--- src/assert_macros.svh ---
// Assertion macros shared by the RTL of the neuron core.
// No dependencies; the bodies are empty when SYNTHESIS is defined.
`ifndef ASSERT_MACROS_SVH
`define ASSERT_MACROS_SVH

`ifndef SYNTHESIS
// Property must hold at every clock edge outside reset.
`define SNC_ASSERT(lbl, clk, rst_n, prop) \
	lbl: assert property (@(posedge clk) disable iff (!rst_n) prop) \
		else $error("assertion failed");
// Expression must never be true outside reset.
`define SNC_ASSERT_NEVER(lbl, clk, rst_n, expr) \
	lbl: assert property (@(posedge clk) disable iff (!rst_n) !(expr)) \
		else $error("forbidden condition seen");
`else
`define SNC_ASSERT(lbl, clk, rst_n, prop)
`define SNC_ASSERT_NEVER(lbl, clk, rst_n, expr)
`endif

`endif

--- src/snc_ram.sv ---
// Generic single-clock RAM: one write port with bit mask, one read port.
// Read data is registered and holds while the read enable is low.
`timescale 1ns / 1ps

module snc_ram #(
	parameter int WIDTH = 8,
	parameter int DEPTH = 32
) (
	input  logic                                  clk,
	input  logic                                  we,
	input  logic [(DEPTH > 1 ? $clog2(DEPTH) : 1)-1:0] waddr,
	input  logic [WIDTH-1:0]                      wdata,
	input  logic [WIDTH-1:0]                      wmask,
	input  logic                                  re,
	input  logic [(DEPTH > 1 ? $clog2(DEPTH) : 1)-1:0] raddr,
	output logic [WIDTH-1:0]                      rdata
);

	logic [WIDTH-1:0] mem [DEPTH];
	logic [WIDTH-1:0] rdata_q;

	always_ff @(posedge clk) begin
		if (we) begin
			mem[waddr] <= (mem[waddr] & ~wmask) | (wdata & wmask);
		end
		if (re) begin
			rdata_q <= mem[raddr];
		end
	end

	assign rdata = rdata_q;

endmodule

--- config.mk ---
export PLATFORM = sky130hd
export DESIGN_NAME = snc_ram
export DESIGN_NICKNAME = d
export VERILOG_FILES = /design/src/assert_macros.svh /design/src/snc_ram.sv
export SDC_FILE = /design/constraint.sdc
export NUM_CORES = 1
export LEC_CHECK = 0
export BUFFER_PORTS_ARGS = -buffer_cell sky130_fd_sc_hd__buf_2
export CAP_MARGIN = 20
export CELL_PAD_IN_SITES_DETAIL_PLACEMENT = 1
export CELL_PAD_IN_SITES_GLOBAL_PLACEMENT = 2
export CORE_UTILIZATION = 49
export CTS_CLUSTER_DIAMETER = 40
export CTS_CLUSTER_SIZE = 28
export DETAILED_ROUTE_END_ITERATION = 8
export GPL_TIMING_DRIVEN = 0
export PLACE_DENSITY_LB_ADDON = 0.08
export REMOVE_ABC_BUFFERS = 1
export SKIP_LAST_GASP = 1
export SYNTH_ARGS = -nofsm -noshare
export SYNTH_HDL_FRONTEND = slang
export SYNTH_SLANG_ARGS = --single-unit
--- constraint.sdc ---
create_clock -name clk -period 3.7 [get_ports clk]
set_clock_uncertainty 0.05 [all_clocks]
set_input_delay 0.37 -clock clk [delete_from_list [all_inputs] [get_ports clk]]
set_output_delay 0.37 -clock clk [all_outputs]
set_load 0.05 [all_outputs]
==> results of run 1 <==
-- how the worst min path moves through the flow --
| stage | cells after the start | slack, ps | to | from |
|---|---|---|---|---|
| after floorplan | 0 | 430 | rdata[0] | re |
| after global placement | 1 | 700 | rdata[5] | re |
| after detailed placement | 1 | 700 | rdata[1] | re |
| after CTS | 1 | 160 | rdata[0] | re |
| after global routing | 1 | 160 | rdata[0] | re |
| final | 1 | 170 | rdata[0] | re |
-- per-stage QoR --
| step | power (mW) | instance area [um2] | TNS [ps] |
|---|---|---|---|
| floorplan | 3.77 | 12200 | 0 |
| global placement | 4.06 | 12800 | -742640 |
| detailed placement | 4.11 | 13100 | 0 |
| CTS | 8.00 | 14500 | 0 |
| global route | 8.13 | 14500 | 0 |
| finish | 7.95 | 14500 | 0 |
-- critical path, cell delays in order --
cell and delay [ps]:
buf_2 620, nand4bb_1 580, o22ai_1 620, a211oi_1 160
a41oi_4 830
-- synth_stat cells (2+ instances only) --
| cell | instances | area (um2) |
|---|---|---|
| edfxtp_1 | 264 | 7930 |
| mux4_1 | 17 | 447 |
| nand3_1 | 9 | 45.0 |
| or3_1 | 2 | 12.5 |
| mux2_2 | 3 | 33.8 |
| mux4_2 | 95 | 2140 |
| o22ai_1 | 11 | 68.8 |
| buf_6 | 2 | 22.5 |
| nor3_1 | 5 | 25.0 |
| and2_1 | 3 | 18.8 |
| a41oi_1 | 3 | 26.3 |
| and3b_1 | 2 | 17.5 |
| a21oi_1 | 4 | 20.0 |
| nand2_1 | 5 | 18.8 |
| a22oi_1 | 13 | 97.6 |
| nor2_1 | 40 | 150 |
| inv_1 | 7 | 26.3 |
| buf_1 | 4 | 15.0 |
| nand3b_1 | 2 | 15.0 |
| nand2b_1 | 2 | 12.5 |
| and3_1 | 3 | 18.8 |
| mux2i_1 | 61 | 611 |
| o21bai_1 | 2 | 15.0 |
| o221ai_1 | 2 | 17.5 |
| a31oi_1 | 5 | 31.3 |
| nor4_1 | 6 | 37.5 |
| buf_4 | 8 | 60.1 |
| buf_2 | 18 | 90.1 |
| clkbuf_1 | 14 | 52.6 |
| a21o_1 | 3 | 22.5 |
| a32oi_1 | 6 | 52.6 |
| nor2b_1 | 8 | 50.1 |
| o32ai_1 | 3 | 26.3 |
| o21a_1 | 8 | 60.1 |
| a32o_1 | 2 | 20.0 |
| a22o_1 | 3 | 26.3 |
| a211oi_1 | 5 | 37.5 |
-- kinds of logic after synthesis --
logic type / Yosys count / share of synthesized area (%)
simple gates: 94 / 3.85
buf+inv: 55 / 2.41
flops: 264 / 63.5
mux: 176 / 25.9
compound gates: 74 / 4.43
-- power groups by stage --
stage,clock [mW],sequential [mW],combinational [mW]
after floorplan,0,3.48,0.285
after global placement,0,3.47,0.598
after detailed placement,0,3.46,0.650
after CTS,3.95,3.40,0.653
after global routing,4.05,3.40,0.684
final,3.90,3.40,0.649
-- sequential cells by signal (all words and copies together) (netlist names) --
name and cells:
mem 256, rdata 8
-- area by class of cell --
cell class / count / area share, %
flip-flops and latches: 264 / 54.7
multi-input cells: 344 / 29.9
clock buffers: 42 / 7.11
well taps: 330 / 2.85
repair buffers: 47 / 2.75
clock inverters: 28 / 2.48
inverters: 7 / 0.181
-- metal layers --
| metal | vias up | global-route usage, % | routed length [um] |
|---|---|---|---|
| li1 | 2943 | - | - |
| met1 | 3797 | 38.2 | 14000 |
| met2 | 308 | 45.1 | 17300 |
| met3 | 62 | 6.87 | 2960 |
| met4 | 0 | 9.18 | 1070 |
| met5 | - | 0 | 0 |
==> flow_metrics.env, run 1 <==
export IMPL_status="finished clean"
export IMPL_overflow=0
export IMPL_peakVddDrop_mv=0.580
export IMPL_ys_flop_type="edfxtp_1"
export IMPL_cp_endpoint="mem[15][3]"
export IMPL_final_common_cell="edfxtp_1"
export IMPL_hpwlAfterDp_um=23600
export IMPL_grt_total_usage_pct=28.2
export IMPL_clkPwrFrac_pct=49.1
export IMPL_drv_cap=0
export IMPL_cts_resized=0
export IMPL_async_flop_share_pct=0
export IMPL_p_per_area_mw_per_mm2=548
export IMPL_h_tree_depth=2
export IMPL_core_area_mm2=0.0251
export IMPL_multi_input_area_mm2=0.00433
export IMPL_clkLatencyLatePin_ps=520
export IMPL_crit_path_start_kind="input port"
export IMPL_n_antenna_cell=0
export IMPL_cts_hold_buf=0
export IMPL_fillCellCount=2204
export IMPL_final_seq_area_mm2=0.00793
export IMPL_portBuffers=36
export IMPL_layout_cells_non_filler=1062
export IMPL_die_w_um=162
export IMPL_ys_seq_area_share_pct=63.5
export IMPL_numCtsBuffers=38
export IMPL_max_freq_ghz=0.318
export IMPL_synth_enable_flop_cells=264
export IMPL_rows=58
export IMPL_dieArea_mm2=0.0261
export IMPL_power_share_sequential_pct=42.7
export IMPL_worst_endpoint_arrival_ps=3260
export IMPL_setup_ws_ps=557
export IMPL_preCtsSetupSlack_ps=47.4
export IMPL_grt_pass1_vias=7406
export IMPL_final_core_util_pct=57.7
export IMPL_vias_per_cell=6.69
export IMPL_r2r_setup_slack_ps=870
export IMPL_first_iter_violations=714
export IMPL_p_sw_mw=1.80
export IMPL_post_cts_repair_setup_buffers=0
export IMPL_dp_cells=992
export IMPL_crit_path_start="waddr[4]"
export IMPL_critical_path_class="input port to flop"
export IMPL_clkTransAtPathRegs_ps=50
export IMPL_finalHoldViolCount=0
export IMPL_grt_pass1_wl_um=51200
export IMPL_cts_sinks=264
export IMPL_final_nets=731
export IMPL_route_vias_total=7110
export IMPL_power_frac_comb_pct=8.2
export IMPL_start_util_pct=49.8
export IMPL_firstDrtPassIters=5
export IMPL_p_leak_nw=4.75
export IMPL_yosysWarningCount=0
export IMPL_critPathMaxFanout=40
export IMPL_relSlewSlack_pct=24.5
export IMPL_avgSynthCellArea_um2=18.8
export IMPL_tightest_slew_ps=1130
export IMPL_clock_path_buffers=3
export IMPL_r2r_start="mem[19][2]"
export IMPL_finalCritPeriodShare_pct=85.0
export IMPL_hold_slack_ps=173
export IMPL_internal_power_mw=6.14
export IMPL_drc=0
export IMPL_sw_frac_of_total_pct=22.7
export IMPL_finalSetupViolCount=0
export IMPL_area_delta_synth_final_pct=16.0
export IMPL_end_kind="flop"
export IMPL_ff2ff_path_depth=5
export IMPL_clock_root_buffer="clkbuf_16"
export IMPL_drive_above_1_share_pct=30.3
export IMPL_grt_max_degree=66
export IMPL_ios=37
export IMPL_antenna_found_initial=0
export IMPL_crit_required_ps=3810
export IMPL_ys_seq_elements=264
export IMPL_die_h_um=162
export IMPL_min_period_ps=3140
export IMPL_synthCells=663
export IMPL_hold_path_class="input port to flop"
export IMPL_wire_per_inst_um=33.3
export IMPL_cts_tree="done"
export IMPL_routed_wl_um=35300
export IMPL_gp_congestion=0.817
export IMPL_netlist_area_mm2=0.0125
export IMPL_mostFrequentLayoutCells="edfxtp_1, mux4_2, mux2i_1"
export IMPL_reg2reg_to="mem[31][2]"
export IMPL_slew_viol_final=0
export IMPL_ant_nets=0
export IMPL_rsz0062_at_grt="false"
export IMPL_ys_types=50
Power figures use the tool's default switching activity.
==> run 2, diff against run 1 <==
--- a/config.mk
+++ b/config.mk
@@ -5,11 +5,12 @@
 export SDC_FILE = /design/constraint.sdc
 export NUM_CORES = 1
 export LEC_CHECK = 0
+export ABC_AREA = 1
 export BUFFER_PORTS_ARGS = -buffer_cell sky130_fd_sc_hd__buf_2
 export CAP_MARGIN = 20
 export CELL_PAD_IN_SITES_DETAIL_PLACEMENT = 1
 export CELL_PAD_IN_SITES_GLOBAL_PLACEMENT = 2
-export CORE_UTILIZATION = 49
+export CORE_UTILIZATION = 35
 export CTS_CLUSTER_DIAMETER = 40
 export CTS_CLUSTER_SIZE = 28
 export DETAILED_ROUTE_END_ITERATION = 8
==> constraint.sdc (replaced) <==
create_clock -name clk -period 2.6 [get_ports clk]
set_clock_uncertainty 0.05 [all_clocks]
set_input_delay 0.26 -clock clk [delete_from_list [all_inputs] [get_ports clk]]
set_output_delay 0.26 -clock clk [all_outputs]
set_load 0.05 [all_outputs]
==> run 2 against run 1 <==
Setup slack worse by 660 ps. Worst hold slack worse by 110 ps. The run now ends with negative setup slack left. Critical path depth up 1. Register-to-register slack worse by 320 ps. Die area up 54%. Clock power up 76%. Combinational power up 110%. Non-clock buffer count up 22.
==> flow_metrics.env, run 2 <==
export IMPL_status="finished, violations left"
export IMPL_failed_checks="negative setup slack"
export IMPL_tightest_slew_ps=1120
export IMPL_core_area_mm2=0.0387
export IMPL_portBuffers=36
export IMPL_clkLatencyLatePin_ps=570
export IMPL_ys_flop_type="edfxtp_1"
export IMPL_routed_wl_um=52300
export IMPL_grt_max_degree=98
export IMPL_synth_top_family_by_area="simple AND/OR/NAND/NOR gates"
export IMPL_r2r_setup_slack_ps=550
export IMPL_setup_tns_ps=-1310
export IMPL_slew_viol_final=0
export IMPL_synthAdderAreaFrac_pct=0
export IMPL_worst_endpoint_arrival_ps=2840
export IMPL_end_kind="flop"
export IMPL_firstDrtPassIters=5
export IMPL_numCtsBuffers=50
export IMPL_drive_above_1_share_pct=10.9
export IMPL_peakVddDrop_mv=0.455
export IMPL_ys_seq_area_share_pct=57.5
export IMPL_final_area_mm2=0.0167
export IMPL_antenna_found_initial=1
export IMPL_synthCells=1661
export IMPL_die_h_um=201
export IMPL_synthTopCellsByArea="edfxtp_1, nand2_1, nand3_1"
export IMPL_yosys_area_share_xor_xnor_pct=0
export IMPL_yosysWarningCount=0
export IMPL_post_dp_cell_area_mm2=0.0145
export IMPL_rsz0062_at_grt="true"
export IMPL_regMostFlops="mem"
export IMPL_start_util_pct=35.6
export IMPL_area_delta_synth_final_pct=20.7
export IMPL_dieArea_mm2=0.0402
export IMPL_yosysTopAreaCell="edfxtp_1"
export IMPL_clkTransAtPathRegs_ps=50
export IMPL_gp_congestion=0.810
export IMPL_die_w_um=201
export IMPL_synth_enable_flop_cells=264
export IMPL_mostFrequentLayoutCells="nand2_1, edfxtp_1, nand3_1"
export IMPL_ys_seq_elements=264
export IMPL_grt_pass1_wl_um=76600
export IMPL_overflow=0
export IMPL_p_per_area_mw_per_mm2=784
export IMPL_ys_types=17
export IMPL_critPathMaxFanout=57
export IMPL_finalCritPeriodShare_pct=104
export IMPL_wire_per_inst_um=23.3
export IMPL_crit_path_start_kind="input port"
export IMPL_drv_cap=0
export IMPL_async_flop_share_pct=0
export IMPL_min_period_ps=2700
export IMPL_synthDominantCellAreaShare_pct=57.5
export IMPL_grt_total_usage_pct=26.1
export IMPL_netlist_area_mm2=0.0138
export IMPL_setup_ws_ps=-102
export IMPL_final_nets=1717
export IMPL_relSlewSlack_pct=25.0
export IMPL_synth_area_mux_share_pct=0
export IMPL_largest_reg_flops=256
export IMPL_clock_root_buffer="clkbuf_16"
export IMPL_first_iter_violations=658
export IMPL_finalHoldViolCount=0
export IMPL_route_vias_total=11663
export IMPL_max_freq_ghz=0.370
export IMPL_avgSynthCellArea_um2=8.30
export IMPL_crit_required_ps=2740
export IMPL_h_tree_depth=2
export IMPL_critical_path_class="input port to flop"
export IMPL_hold_path_class="input port to flop"
export IMPL_drc=0
export IMPL_grt_pass1_vias=12001
export IMPL_synth_compound_area_share_pct=4.28
export IMPL_vias_per_cell=5.19
export IMPL_finalSetupViolCount=23
export IMPL_hpwlAfterDp_um=31300
export IMPL_ant_nets=0
export IMPL_cts_sinks=264
export IMPL_ios=37
export IMPL_p_leak_nw=7.03
export IMPL_final_common_cell="nand2_1"
export IMPL_synthTopCellsByCount="nand2_1, edfxtp_1, nand3_1"
export IMPL_clock_path_buffers=3
export IMPL_cts_tree="done"
export IMPL_rows=72
export IMPL_synth_simple_area_share_pct=32.0
export IMPL_synth_most_common_cell="nand2_1"
-- run 2: changes by cell type after synthesis, moves of 50 or more --
cell | before | now
nand2_1 | 5 | 872
nand3_1 | 9 | 171
mux4_2 | 95 | 0
inv_1 | 7 | 75
mux2i_1 | 61 | 0
o21ai_0 | 1 | 51
-- run 2: critical path, stage by stage --
cell	delay, ps
buf_4	450
inv_4	210
buf_16	290
nor2_1	360
nand2_1	470
nor2_2	720
-- run 2: logic make-up after synthesis --
logic type | Yosys count
simple gates | 1103
compound gates | 118
flops | 264
buf+inv | 176
-- run 2: cell type report --
class                           instances  area [um2]
Sequential cell                       264        7930
Timing Repair Buffer                   69         877
Timing Repair inverter                  2        15.0
Clock buffer                           58        1300
Clock inverter                         35         464
Multi-Input combinational cell       1222        5090
Fill cell                            4475       22100
Inverter                               79         329
Tap cell                              518         648
Antenna cell                            1        2.50
-- run 2: timing repair --
action	4_1_cts	5_1_grt
setup endpoints to repair	321	278
pin swaps	2	0
hold endpoints to repair	3	0
gates resized for setup	14	20
setup buffers	15	0
hold buffers	1	0
cloned	4	1
-- run 2: worst paths after layout --
check,cells past startpoint,start,end
min,3,raddr[4],rdata[6]
max,6,waddr[1],mem[2][4]
min reg2reg,8,mem[2][7],rdata[7]
max reg2reg,11,mem[8][0],mem[27][0]
-- run 2: stage by stage --
step / hold WS, ps / total power [mW] / worst slack, ps / utilization (%) / std cells
floorplan: 322 / 5.47 / -122 / - / 1564
global placement: 586 / 6.07 / -5330 / 36.3 / 2118
detailed placement: 590 / 6.14 / -1200 / 37.4 / 2133
CTS: 47.2 / 13.1 / -188 / 42.8 / 2246
global route: 80.0 / 13.4 / -148 / 43.0 / 2247
finish: 60.5 / 13.1 / -102 / 43.0 / 2248
-- run 2: metal layers --
| layer | global-route usage, % | part of all wire (%) | up-vias | wire, um |
|---|---|---|---|---|
| met5 | 0 | 0.021 | - | 11 |
| met4 | 10.1 | 3.5 | 2 | 1840 |
| met1 | 34.4 | 45 | 5793 | 23600 |
| met3 | 4.04 | 4.0 | 103 | 2100 |
| met2 | 43.1 | 47 | 267 | 24800 |
| li1 | - | - | 5498 | - |
-- run 2: report_power, final --
part	total (mW)	switching [mW]	internal, mW
logic	1.35	0.963	0.392
registers	4.84	0.0184	4.82
clock network	6.86	2.20	4.65
==> run 3, diff against run 2 <==
--- a/config.mk
+++ b/config.mk
@@ -10,13 +10,13 @@
 export CAP_MARGIN = 20
 export CELL_PAD_IN_SITES_DETAIL_PLACEMENT = 1
 export CELL_PAD_IN_SITES_GLOBAL_PLACEMENT = 2
+export CORE_MARGIN = 1
 export CORE_UTILIZATION = 35
 export CTS_CLUSTER_DIAMETER = 40
 export CTS_CLUSTER_SIZE = 28
 export DETAILED_ROUTE_END_ITERATION = 8
 export GPL_TIMING_DRIVEN = 0
 export PLACE_DENSITY_LB_ADDON = 0.08
-export REMOVE_ABC_BUFFERS = 1
 export SKIP_LAST_GASP = 1
 export SYNTH_ARGS = -nofsm -noshare
 export SYNTH_HDL_FRONTEND = slang
==> run 3 against run 2 <==
The flow now finishes without violations. Clock-buffer cell count down 5. Wire length up 20%. Core utilization down 0.83 points. Flip-flop and latch count unchanged. Register-to-register slack worse by 420 ps. Non-clock buffer count up 65. Setup slack better by 160 ps. Cell area down 1.9%. Global-route usage up 5.3 points. Via count up 5.3%. Critical path type unchanged. Critical endpoint is now mem[4][0]. Largest cell class unchanged.
==> flow_metrics.env, run 3 (synthesized netlist as in run 2, its figures left out) <==
export IMPL_status="finished clean"
export IMPL_critPathMaxFanout=10
export IMPL_overflow=0
export IMPL_clkLatencyLatePin_ps=570
export IMPL_critical_path_class="input port to flop"
export IMPL_dieArea_mm2=0.0402
export IMPL_largest_reg_flops=256
export IMPL_r2r_setup_slack_ps=130
export IMPL_mostFrequentLayoutCells="nand2_1, edfxtp_1, nand3_1"
export IMPL_finalSetupViolCount=0
export IMPL_min_period_ps=2540
export IMPL_synth_nets=1690
export IMPL_tightest_slew_ps=1210
export IMPL_post_cts_repair_setup_buffers=0
export IMPL_firstDrtPassIters=5
export IMPL_final_core_util_pct=42.2
export IMPL_reg2reg_to="mem[3][4]"
export IMPL_route_vias_total=12279
export IMPL_internal_power_mw=9.06
export IMPL_rows=72
export IMPL_start_util_pct=35.6
export IMPL_regMostFlops="mem"
export IMPL_core_area_mm2=0.0387
export IMPL_hpwlAfterDp_um=44100
export IMPL_grt_pass1_vias=12217
export IMPL_p_sw_mw=3.28
export IMPL_die_h_um=201
export IMPL_drc=0
export IMPL_relSlewSlack_pct=18.7
export IMPL_met3_length_um=4620
export IMPL_drive_above_1_share_pct=10.6
export IMPL_power_frac_comb_pct=11.4
export IMPL_peakVddDrop_mv=0.556
export IMPL_cp_endpoint="mem[4][0]"
export IMPL_antenna_found_initial=2
export IMPL_ios=37
export IMPL_hold_path_class="input port to flop"
export IMPL_dr_max_layer_used="met4"
export IMPL_grt_total_usage_pct=31.3
export IMPL_p_per_area_mw_per_mm2=756
export IMPL_portBuffers=28
export IMPL_end_kind="flop"
export IMPL_ant_nets=0
export IMPL_routed_wl_um=62600
export IMPL_clock_path_buffers=3
export IMPL_cts_sinks=264
export IMPL_power_share_sequential_pct=39.2
export IMPL_cts_tree="done"
export IMPL_preCtsSetupSlack_ps=-527
export IMPL_first_iter_violations=1019
export IMPL_crit_path_start_kind="input port"
export IMPL_route_met2_wl_um=28000
export IMPL_finalHoldViolCount=0
export IMPL_final_nets=1776
export IMPL_clkPwrFrac_pct=49.4
export IMPL_crit_required_ps=2740
export IMPL_wire_per_inst_um=27.2
export IMPL_sw_frac_of_total_pct=26.6
export IMPL_wl_met1_um=28000
export IMPL_slew_viol_final=0
export IMPL_vias_per_cell=5.34
export IMPL_grt_pass1_wl_um=88100
export IMPL_grt_max_degree=33
export IMPL_r2r_start="mem[25][4]"
export IMPL_crit_path_start="waddr[1]"
export IMPL_worst_endpoint_arrival_ps=2680
export IMPL_clkTransAtPathRegs_ps=50
export IMPL_fillCellCount=4587
export IMPL_max_freq_ghz=0.394
export IMPL_drv_cap=0
export IMPL_area_delta_synth_final_pct=18.4
export IMPL_setup_ws_ps=61.5
export IMPL_clock_root_buffer="clkbuf_16"
export IMPL_die_w_um=201
export IMPL_numCtsBuffers=47
export IMPL_p_leak_nw=7.01
export IMPL_finalCritPeriodShare_pct=97.6
export IMPL_gp_congestion=0.903
export IMPL_h_tree_depth=2
export IMPL_final_common_cell="nand2_1"
export IMPL_n_antenna_cell=0
export IMPL_ff2ff_path_depth=11
export IMPL_rsz0062_at_grt="false"
-- run 3: changes by cell type in the layout (fill, tap and decap cells not counted), moves of 10 or more --
cell	previous run	this run
buf_12	12	1
clkbuf_1	7	27
buf_4	9	19
nor2_2	21	1
nor2_1	28	49
buf_6	1	13
buf_2	32	63
-- run 3: final cells by class --
type / count / area [um2] / area share [%]
sequential: 264 / 7930 / 48.5
multi-input combinational: 1221 / 5010 / 30.6
clock buffer: 53 / 1200 / 7.34
tap: 518 / 648 / 3.97
buffer: 97 / 571 / 3.49
timing repair buffer: 37 / 347 / 2.12
clock inverter: 32 / 339 / 2.08
inverter: 79 / 297 / 1.82
-- run 3: timing repair --
action                     CTS  global route
gates resized for setup      0             1
hold endpoints to repair     8             0
setup endpoints to repair    0             3
hold buffers                 1             0
-- run 3: through the flow --
| step | setup TNS [ps] | power (mW) | area (um2) | hold slack (ps) | cells |
|---|---|---|---|---|---|
| floorplan | 0 | 5.62 | 13800 | 322 | 1661 |
| global placement | -290320 | 6.23 | 14600 | 554 | 2207 |
| detailed placement | -150070 | 6.30 | 14700 | 562 | 2213 |
| CTS | 0 | 12.4 | 16300 | 128 | 2299 |
| global route | 0 | 12.6 | 16300 | 176 | 2301 |
| finish | 0 | 12.3 | 16300 | 144 | 2301 |
-- run 3: worst min-delay path by stage --
stage	endpoint	cells past startpoint	from	slack, ps
after floorplan	rdata[0]	0	re	320
after global placement	rdata[4]	1	re	550
after detailed placement	rdata[4]	1	re	560
after CTS	rdata[1]	3	raddr[4]	130
after global routing	rdata[1]	3	raddr[4]	180
final	rdata[1]	3	raddr[4]	140
-- run 3: worst max-delay path, cell delays in order --
cell     delay, ps
buf_2          120
inv_2          100
buf_2          360
buf_2          360
nand3_1        500
nor2_1         970
-- run 3: per-layer routing --
| layer | global-route usage (%) | vias to the layer above |
|---|---|---|
| li1 | - | 5614 |
| met1 | 43.7 | 6068 |
| met2 | 48.9 | 490 |
| met3 | 5.83 | 107 |
| met4 | 10.6 | 0 |
| met5 | 0 | - |
-- run 3: power by group through the flow --
stage                     logic (mW)  registers, mW  clock network [mW]
final                           1.41           4.84                6.10
after floorplan                0.662           4.96                   0
after CTS                       1.38           4.84                6.13
after detailed placement        1.38           4.92                   0
after global routing            1.50           4.84                6.30
after global placement          1.30           4.93                   0
